--- src/sactc_pkg.sv ---
package sactc_pkg;

  localparam int SETS      = 256;
  localparam int WAYS      = 8;
  localparam int ADDR_BITS = 32;
  localparam int SET_W     = $clog2(SETS);
  localparam int WAY_W     = $clog2(WAYS);
  localparam int TAG_W     = ADDR_BITS;
  localparam int AGE_W     = WAY_W;
  localparam int FILL_W    = WAY_W + 1;
  localparam int CFG_IDX_W = 2;
  localparam int CFG_W     = 4;

  localparam logic [CFG_IDX_W-1:0] REG_BLOCK_OFFSET = 2'd0;
  localparam logic [CFG_IDX_W-1:0] REG_SET_BITS     = 2'd1;
  localparam logic [CFG_IDX_W-1:0] REG_WAYS         = 2'd2;
  localparam logic [CFG_IDX_W-1:0] REG_POLICY       = 2'd3;

  localparam logic FUNC_WRITE = 1'b1;

  typedef struct packed {
    logic load;
    logic compute;
    logic commit;
  } sactc_cmd_t;

  typedef struct packed {
    logic [WAYS-1:0][TAG_W-1:0] tag;
    logic [WAYS-1:0][AGE_W-1:0] age;
    logic [WAYS-1:0]            dirty;
    logic [FILL_W-1:0]          fill;
  } sactc_row_t;

endpackage

--- src/sactc_ctrl.sv ---
module sactc_ctrl
  import sactc_pkg::*;
(
  input  logic       clk,
  input  logic       rst_n,
  input  logic       in_valid,
  output logic       in_ready,
  output logic       out_valid,
  input  logic       out_ready,
  output sactc_cmd_t cmd
);

  localparam logic [1:0] ST_IDLE = 2'd0;
  localparam logic [1:0] ST_CMP  = 2'd1;
  localparam logic [1:0] ST_WR   = 2'd2;

  logic [1:0] state_r, state_nxt;
  logic       out_valid_r, out_valid_nxt;

  assign in_ready    = (state_r == ST_IDLE);
  assign cmd.load    = in_valid && in_ready;
  assign cmd.compute = (state_r == ST_CMP);
  // result slot frees up on the same edge it is taken
  assign cmd.commit  = (state_r == ST_WR) && (!out_valid_r || out_ready);
  assign out_valid   = out_valid_r;

  always_comb begin
    state_nxt = state_r;
    unique case (state_r)
      ST_IDLE: if (cmd.load) state_nxt = ST_CMP;
      ST_CMP:  state_nxt = ST_WR;
      ST_WR:   if (cmd.commit) state_nxt = ST_IDLE;
      default: state_nxt = ST_IDLE;
    endcase
  end

  always_comb begin
    out_valid_nxt = out_valid_r;
    if (cmd.commit) out_valid_nxt = 1'b1;
    else if (out_ready) out_valid_nxt = 1'b0;
  end

  always_ff @(posedge clk) begin
    if (!rst_n) begin
      state_r     <= ST_IDLE;
      out_valid_r <= 1'b0;
    end else begin
      state_r     <= state_nxt;
      out_valid_r <= out_valid_nxt;
    end
  end

endmodule

--- config.mk ---
export PLATFORM = sky130hd
export DESIGN_NAME = sactc_ctrl
export DESIGN_NICKNAME = d
export VERILOG_FILES = /design/src/sactc_pkg.sv /design/src/sactc_ctrl.sv
export SDC_FILE = /design/constraint.sdc
export NUM_CORES = 1
export LEC_CHECK = 0
export BUFFER_PORTS_ARGS = -buffer_cell sky130_fd_sc_hd__buf_4
export CAP_MARGIN = 5
export CORE_AREA = 3 3 40 42
export DETAILED_ROUTE_END_ITERATION = 10
export DIE_AREA = 0 0 43 45
export PLACE_DENSITY = 0.32
export SYNTH_ARGS = -nofsm -noshare
export SYNTH_HDL_FRONTEND = slang
export SYNTH_SLANG_ARGS = --single-unit
--- constraint.sdc ---
create_clock -name clk -period 1.15 [get_ports clk]
set_input_delay 0.0575 -clock clk [delete_from_list [all_inputs] [get_ports clk]]
set_output_delay 0.0575 -clock clk [all_outputs]
set_load 0.01 [all_outputs]
# ---- Word level (Yosys, flattened, before mapping)
# Index checks and enable logic that the tools add are counted.
dict set report totals {
  word_cells 18
  regBits 3
  output_inout_bits 5
  inputBits 4
}
dict set report classes {
  mux 5
  n_reduce_logical 7
  n_eq_ne 4
}
# op n
set ops {}
lappend ops {{$pmux W2 S3} 1}
lappend ops {{$mux W2} 2}
lappend ops {{$eq A2 B1 Y1 const B} 1}
lappend ops {{$eq A2 B2 Y1 const B} 1}
lappend ops {{$logic_and A1 B1 Y1} 2}
lappend ops {{$logic_not A2 Y1} 1}
lappend ops {{$mux W1} 2}
lappend ops {{$ne A2 B1 Y1 const B} 1}
lappend ops {{$ne A2 B2 Y1 const B} 1}
lappend ops {{$reduce_and A2 Y1} 1}
lappend ops {{$reduce_bool A2 Y1} 1}
lappend ops {{$logic_not A1 Y1} 1}
lappend ops {{$logic_or A1 B1 Y1} 1}

# ---- Logic depth before layout (Yosys ltp)
# Gate-level depths: netlist (run 1).
dict set report logic_depth {
  depth_word 5
  mapped_depth 3
  mapped_depth_nobuf 2
}

# ---- Least setup slack after synthesis (run 1)
# OpenSTA, ideal clock, no wires.
dict set report synth_timing {
  kind {register to register}
  start {register state_r[1]}
  end {register state_r[1]}
  period_less_slack_ps 850
  setup_time_ps 115
  path_buffers 0
  setup_slack_ps 300
  stages_incl_launch_ff 3
  required_ps 1035
  t_arrival_ps 736
  path_cell_list {dfxtp_1 -> and2b_4 -> o21a_1}
}
# element line
set synth_lines {}
lappend synth_lines {{start, declared} sactc_ctrl.sv:17} ;# logic [1:0] state_r, state_nxt;
lappend synth_lines {{start signal, assigned} sactc_ctrl.sv:48} ;# state_r <= state_nxt;

==> impl_metrics.yaml, run 1 <==
hold_path:
  hold_depth: 2
  min_from: "rst_n"
  hold_path.class: "in -> reg"
  hold_end: "state_r[1]"
global_route:
  grt.overflow.total: 0
  grt_pass1_vias: 156
  track_usage_pct: 4.829
  grt_pass1_wl_um: 552
  antenna_found_initial: 0
  grt_max_degree: 6
critical_path:
  crit_fanout: 5
  worstPathRequired_ps: 1090
  crit-reg2reg-launch: "state_r[1]"
  r2r.worst_path.cells: 2
  rr_endpoint: "state_r[1]"
  r2r_slack_ps: 280
  crit_type: "reg -> out"
  critPathLaunchType: "flop"
  endpoint_kind: "output pin"
  cp.arrival_ps: 960
route:
  vias: 127
  drt-vias-per-instance: 3.175
  wirelength_um: 300
  drc: 0
  drtIter0Drc: 0
  wl_per_cell_um: 7.500
  drt_pass1_iterations: 1
  drtAntennaViolNets: 0
yosys:
  yosysMostFrequentCell: "dfxtp_1"
  synth_area_leader_cell: "dfxtp_1"
  synth_cells: 14
  ys.flop_type: "dfxtp_1"
  async_flop_share_pct: 0
  yosysSeqAreaShare_pct: 41.03
  ys_warn_count: 0
  synth.top_cell.area_share_pct: 41.03
  syn_area_um2: 146.4
  synth_commonest_cells: "dfxtp_1 (3), nand2b_1 (2)"
  synth_area_leaders: "dfxtp_1 (41%), and4bb_1 (8.5%), nand2b_1 (8.5%)"
  syn_nets: 18
  synth_edf_count: 0
  netlist-cell-type-count: 11
  syn_area_per_cell_um2: 10.46
  ys_ff_latch: 3
clock_tree:
  cts_setup_buffers: 0
  cts_max_level: 1
  cts.repair.resized: 0
  numCtsBuffers: 3
  cts_root_buffer: "clkbuf_4"
  ctsHoldBuffers: 0
  clk_pin_slew_worst_paths_ps: 40
  clk_path_buf_depth: 2
  cts_sinks: 3
  clk_latency_ps: 230
  cts_tree: "done"
floorplan:
  die_w_um: 43
  dieArea_mm2: 0.001935
  die-height_um: 45
  io_pins: 9
  start_util_pct: 11.39
  fp.coreArea_mm2: 0.001285
  rows: 13
power:
  p_int_mw: 0.2699
  power.leakage_nw: 0.1088
  clock_power_share_pct: 53.0
  power.net_switching_mw: 0.07331
  irDropWorstVdd_mv: 0.2457
  combPwrFrac_pct: 13.6
  cellPowerDensity_mw_per_mm2: 1407
  power_frac_seq_pct: 33.4
  sw_frac_of_total_pct: 21.36
placement:
  finalWeightedCongestion: 0.5751
  portBuffers: 8
  place_ws_ps: 278.6
layout:
  multiInputGateArea_um2: 78.83
  synthToLayoutAreaGrowth_pct: 66.67
  diodes: 0
  drive_gt1_share_pct: 52.00
  n_fill_cell: 148
  finish.net_count: 30
  regArea_um2: 60.06
run_status:
  status: "completed"
run:
  cap_violations: 0
timing:
  hold_viol_final: 0
  setup_viol: 0
  fin_ws_ps: 128.2
  fin_skew_ps: 1.807
  period_share_pct: 88.85
  tns_ps: 0
  final_max_slew_viol_count: 0
  max_slew.worst_pin.slew_ps: 162.5
  fmax_ghz: 0.9787
  max_slew_margin_pct: 89.15
  min_period_ps: 1022
  rsz0062_at_grt: "no"
-- routing by layer --
layer  global-route usage (%)  wire, µm  vias to the layer above
li1                         -         -                       69
met1                    2.892        90                       56
met2                    6.287       194                        2
met3                    2.789        15                        0
met4                    10.84         0                        0
met5                        0         0                        -
-- power groups by stage --
stage | registers [mW] | logic, mW | clock network, mW
2_1_floorplan | 0.116 | 0.0231 | 0
3_3_place_gp | 0.117 | 0.0480 | 0
3_5_place_dp | 0.117 | 0.0479 | 0
4_1_cts | 0.115 | 0.0480 | 0.193
5_1_grt | 0.116 | 0.0508 | 0.203
6_report | 0.115 | 0.0467 | 0.182
-- layout by cell type (no fill, tap or decap) --
master    n
nand2b_1  2
dfxtp_1   3
clkbuf_4  3
and2_1    1
nor3b_2   1
o21a_1    1
nor2b_1   1
nor2_1    1
a21boi_0  1
and4bb_1  1
and2b_4   1
buf_4     8
clkbuf_1  1
-- logic make-up (layout without fill, tap and decap cells) --
family / after synthesis / count (layout) / share of synthesized area (%)
AOI/OAI and AO/OA: 2 / 2 / 10.26
buffers and inverters: 1 / 12 / 5.130
DFF: 3 / 3 / 41.03
and+or+nand+nor: 8 / 8 / 43.59
-- worst max-delay path: stages (launching register included) --
cell,delay [ps]
dfxtp_1,340
nand2b_1,160
nor2b_1,110
buf_4,120
-- state kept, by name, summed over array words and instances, names as in the netlist --
signal / count
state_r: 2
out_valid: 1
-- worst max-delay path by stage --
stage	startpoint	to	slack [ps]	cells after the start
floorplan	state_r[1]	state_r[1]	300	2
global placement	state_r[1]	state_r[1]	280	2
detailed placement	state_r[1]	state_r[1]	280	2
CTS	state_r[0]	cmd[0]	110	3
global route	state_r[0]	cmd[0]	60	3
finish	state_r[0]	cmd[0]	130	3
-- through the flow --
stage	total power [mW]	cell area [µm²]	utilization, %	hold slack (ps)	std cells
4_1_cts	0.3557	244.0	18.99	36.83	40
2_1_floorplan	0.1390	146.4	-	175.0	14
3_3_place_gp	0.1647	217.7	16.94	287.8	36
6_report	0.3432	244.0	18.99	42.81	40
5_1_grt	0.3699	244.0	18.99	44.73	40
3_5_place_dp	0.1645	217.7	16.94	284.1	36
-- cell type report --
type                    instances  area share, %
well taps                      15          7.692
multi-input cells              10          32.31
flip-flops and latches          3          24.62
repair buffers                  8          24.62
clock buffers                   4          10.77
Note: power is estimated with default switching activity, not from simulation.
==> inputs of run 2 (changes only) <==
--- a/config.mk
+++ b/config.mk
@@ -5,12 +5,13 @@
 export SDC_FILE = /design/constraint.sdc
 export NUM_CORES = 1
 export LEC_CHECK = 0
+export ABC_AREA = 1
 export BUFFER_PORTS_ARGS = -buffer_cell sky130_fd_sc_hd__buf_4
 export CAP_MARGIN = 5
 export CORE_AREA = 3 3 40 42
 export DETAILED_ROUTE_END_ITERATION = 10
 export DIE_AREA = 0 0 43 45
-export PLACE_DENSITY = 0.32
+export PLACE_DENSITY = 0.34
 export SYNTH_ARGS = -nofsm -noshare
 export SYNTH_HDL_FRONTEND = slang
 export SYNTH_SLANG_ARGS = --single-unit
==> constraint.sdc (replaced) <==
create_clock -name clk -period 0.85 [get_ports clk]
set_input_delay 0.0425 -clock clk [delete_from_list [all_inputs] [get_ports clk]]
set_output_delay 0.0425 -clock clk [all_outputs]
set_load 0.01 [all_outputs]
==> impl_metrics.yaml, run 2 <==
hold_path:
  hold_depth: 2
  hold_end: "out_valid"
  min_from: "rst_n"
  hold_path.class: "in -> reg"
floorplan:
  fp.coreArea_mm2: 0.001285
  rows: 13
  dieArea_mm2: 0.001935
  die-height_um: 45
  die_w_um: 43
  start_util_pct: 12.27
  io_pins: 9
critical_path:
  r2r.worst_path.cells: 5
  crit-reg2reg-launch: "state_r[1]"
  rr_endpoint: "state_r[1]"
  crit_type: "reg -> out"
  r2r_slack_ps: 10
  cp.arrival_ps: 910
  worstPathRequired_ps: 810
  critPathLaunchType: "flop"
  endpoint_kind: "output pin"
  crit_fanout: 4
power:
  clock_power_share_pct: 49.4
  p_total_mw: 0.5159
  irDropWorstVdd_mv: 0.5535
  sw_frac_of_total_pct: 26.08
  cellPowerDensity_mw_per_mm2: 1592
  power_frac_seq_pct: 30.3
  combPwrFrac_pct: 20.3
  p_int_mw: 0.3814
  power.leakage_nw: 0.1558
  power.net_switching_mw: 0.1346
clock_tree:
  numCtsBuffers: 3
  cts_root_buffer: "clkbuf_4"
  cts_tree: "done"
  cts_max_level: 1
  clk_pin_slew_worst_paths_ps: 40
  clk_latency_ps: 230
  clk_path_buf_depth: 2
  cts_sinks: 3
  ctsHoldBuffers: 0
route:
  dr_wl_met2_um: 172
  drc: 0
  top_layer: "met3"
  drtIter0Drc: 2
  wl_met3_um: 71
  drt-vias-per-instance: 3.510
  drtAntennaViolNets: 0
  wirelength_um: 430
  wl_per_cell_um: 8.431
  vias: 179
  drt_pass1_iterations: 2
  met1_length_um: 186
timing:
  setup_viol: 4
  hold_ws_ps: 26.55
  rsz0062_at_grt: "yes"
  min_period_ps: 950.0
  hold_viol_final: 0
  fin_ws_ps: -100.0
  period_share_pct: 111.8
  final_max_slew_viol_count: 0
  fin_skew_ps: 0.9410
  max_slew_margin_pct: 91.25
  fmax_ghz: 1.053
  max_slew.worst_pin.slew_ps: 130.6
layout:
  top_register: "state_r"
  final_common_cell: "buf_4"
  regArea_um2: 66.31
  layout_common_cells: "buf_4 (10), inv_1 (3), clkbuf_4 (3)"
  multiInputGateArea_um2: 83.83
  stdcell_area_um2: 324.1
  diodes: 0
  final_util_pct: 25.22
  finish.net_count: 41
  synthToLayoutAreaGrowth_pct: 105.6
  largest_reg_flops: 2
  n_fill_cell: 144
  drive_gt1_share_pct: 80.56
yosys:
  synth_commonest_cells: "inv_1 (6), dfxtp_1 (3), nand2_1 (3)"
  synth_area_leaders: "dfxtp_1 (38%), inv_1 (14%), nand2_1 (7.1%)"
  synth_cells: 21
  async_flop_share_pct: 0
  ys_ff_latch: 3
  ys.flop_type: "dfxtp_1"
  synth_area_leader_cell: "dfxtp_1"
  syn_nets: 25
  synth.top_cell.area_share_pct: 38.10
  netlist-cell-type-count: 12
  yosysMostFrequentCell: "inv_1"
  ys_warn_count: 0
  yosysSeqAreaShare_pct: 38.10
  synth_edf_count: 0
  syn_area_per_cell_um2: 7.507
  syn_area_um2: 157.7
global_route:
  grt.overflow.total: 0
  grt_max_degree: 5
  grt_pass1_vias: 206
  grt_pass1_wl_um: 841
  antenna_found_initial: 0
  track_usage_pct: 6.318
run:
  cap_violations: 0
placement:
  finalWeightedCongestion: 0.6190
  place_area_um2: 229.0
  place_ws_ps: 90.57
  portBuffers: 8
  dp_hpwl_um: 259.1
run_status:
  status: "complete, but fails checks"
  violations: "setup timing"
==> run 2: cell types whose count changed in the layout (fill, tap and decap cells not counted), sizes merged, moves of 2 or more <==
| cell | before | now |
|---|---|---|
| nor3 | 0 | 2 |
| nand2 | 0 | 3 |
| inv | 0 | 7 |
| nor2 | 1 | 3 |
| nand2b | 2 | 0 |
| buf | 8 | 12 |
==> run 2: worst max-delay path: stages (launching register included) <==
cell and delay (ps):
dfxtp_4 360, nor3_2 170, buf_4 140
==> run 2: stage by stage <==
stage	std cells	setup TNS (ps)
2_1_floorplan	21	0
3_3_place_gp	43	0
3_5_place_dp	43	0
4_1_cts	48	-346.2
5_1_grt	51	-576.7
6_report	51	-329.1
==> run 2: cell families (layout without fill, tap and decap cells) <==
family	Yosys count	in the layout	share of synthesized area [%]
AND/OR/NAND/NOR	8	8	30.16
AO/OA/AOI/OAI	2	2	10.32
buffers and inverters	8	23	21.43
flip-flops	3	3	38.10
==> run 2: how the worst max path moves through the flow <==
stage | start | cells after the start | slack [ps] | end
after floorplan | out_valid | 4 | 110 | cmd[0]
after global placement | state_r[0] | 4 | 100 | in_ready
after detailed placement | state_r[0] | 4 | 90 | cmd[2]
after CTS | state_r[0] | 4 | -110 | cmd[2]
after global routing | out_valid | 4 | -170 | cmd[0]
final | state_r[0] | 2 | -100 | cmd[0]
==> run 2: layout make-up <==
class	instances	area share, %
clock buffer	4	8.108
inverter	7	9.653
multi-input combinational	10	25.87
sequential	3	20.46
tap	15	5.792
timing repair buffer	12	30.12
==> run 2: power by group through the flow <==
stage | Clock (mW) | Combinational (mW) | Sequential (mW)
2_1_floorplan | 0 | 0.0373 | 0.155
3_3_place_gp | 0 | 0.0725 | 0.155
3_5_place_dp | 0 | 0.0729 | 0.155
4_1_cts | 0.267 | 0.0868 | 0.154
5_1_grt | 0.286 | 0.116 | 0.157
6_report | 0.255 | 0.105 | 0.156
==> run 2: what timing repair did <==
action | 4_1_cts | 5_1_grt
setup buffers | 1 | 3
pin swaps | 0 | 3
gates cloned | 0 | 0
resized for setup | 9 | 7
setup endpoints to repair | 4 | 4
==> run 2: layer usage <==
metal / vias up / global-route usage [%]
li1: 90 / -
met1: 78 / 5.995
met2: 11 / 9.281
met3: 0 / 6.773
met4: 0 / 1.807
met5: - / 0
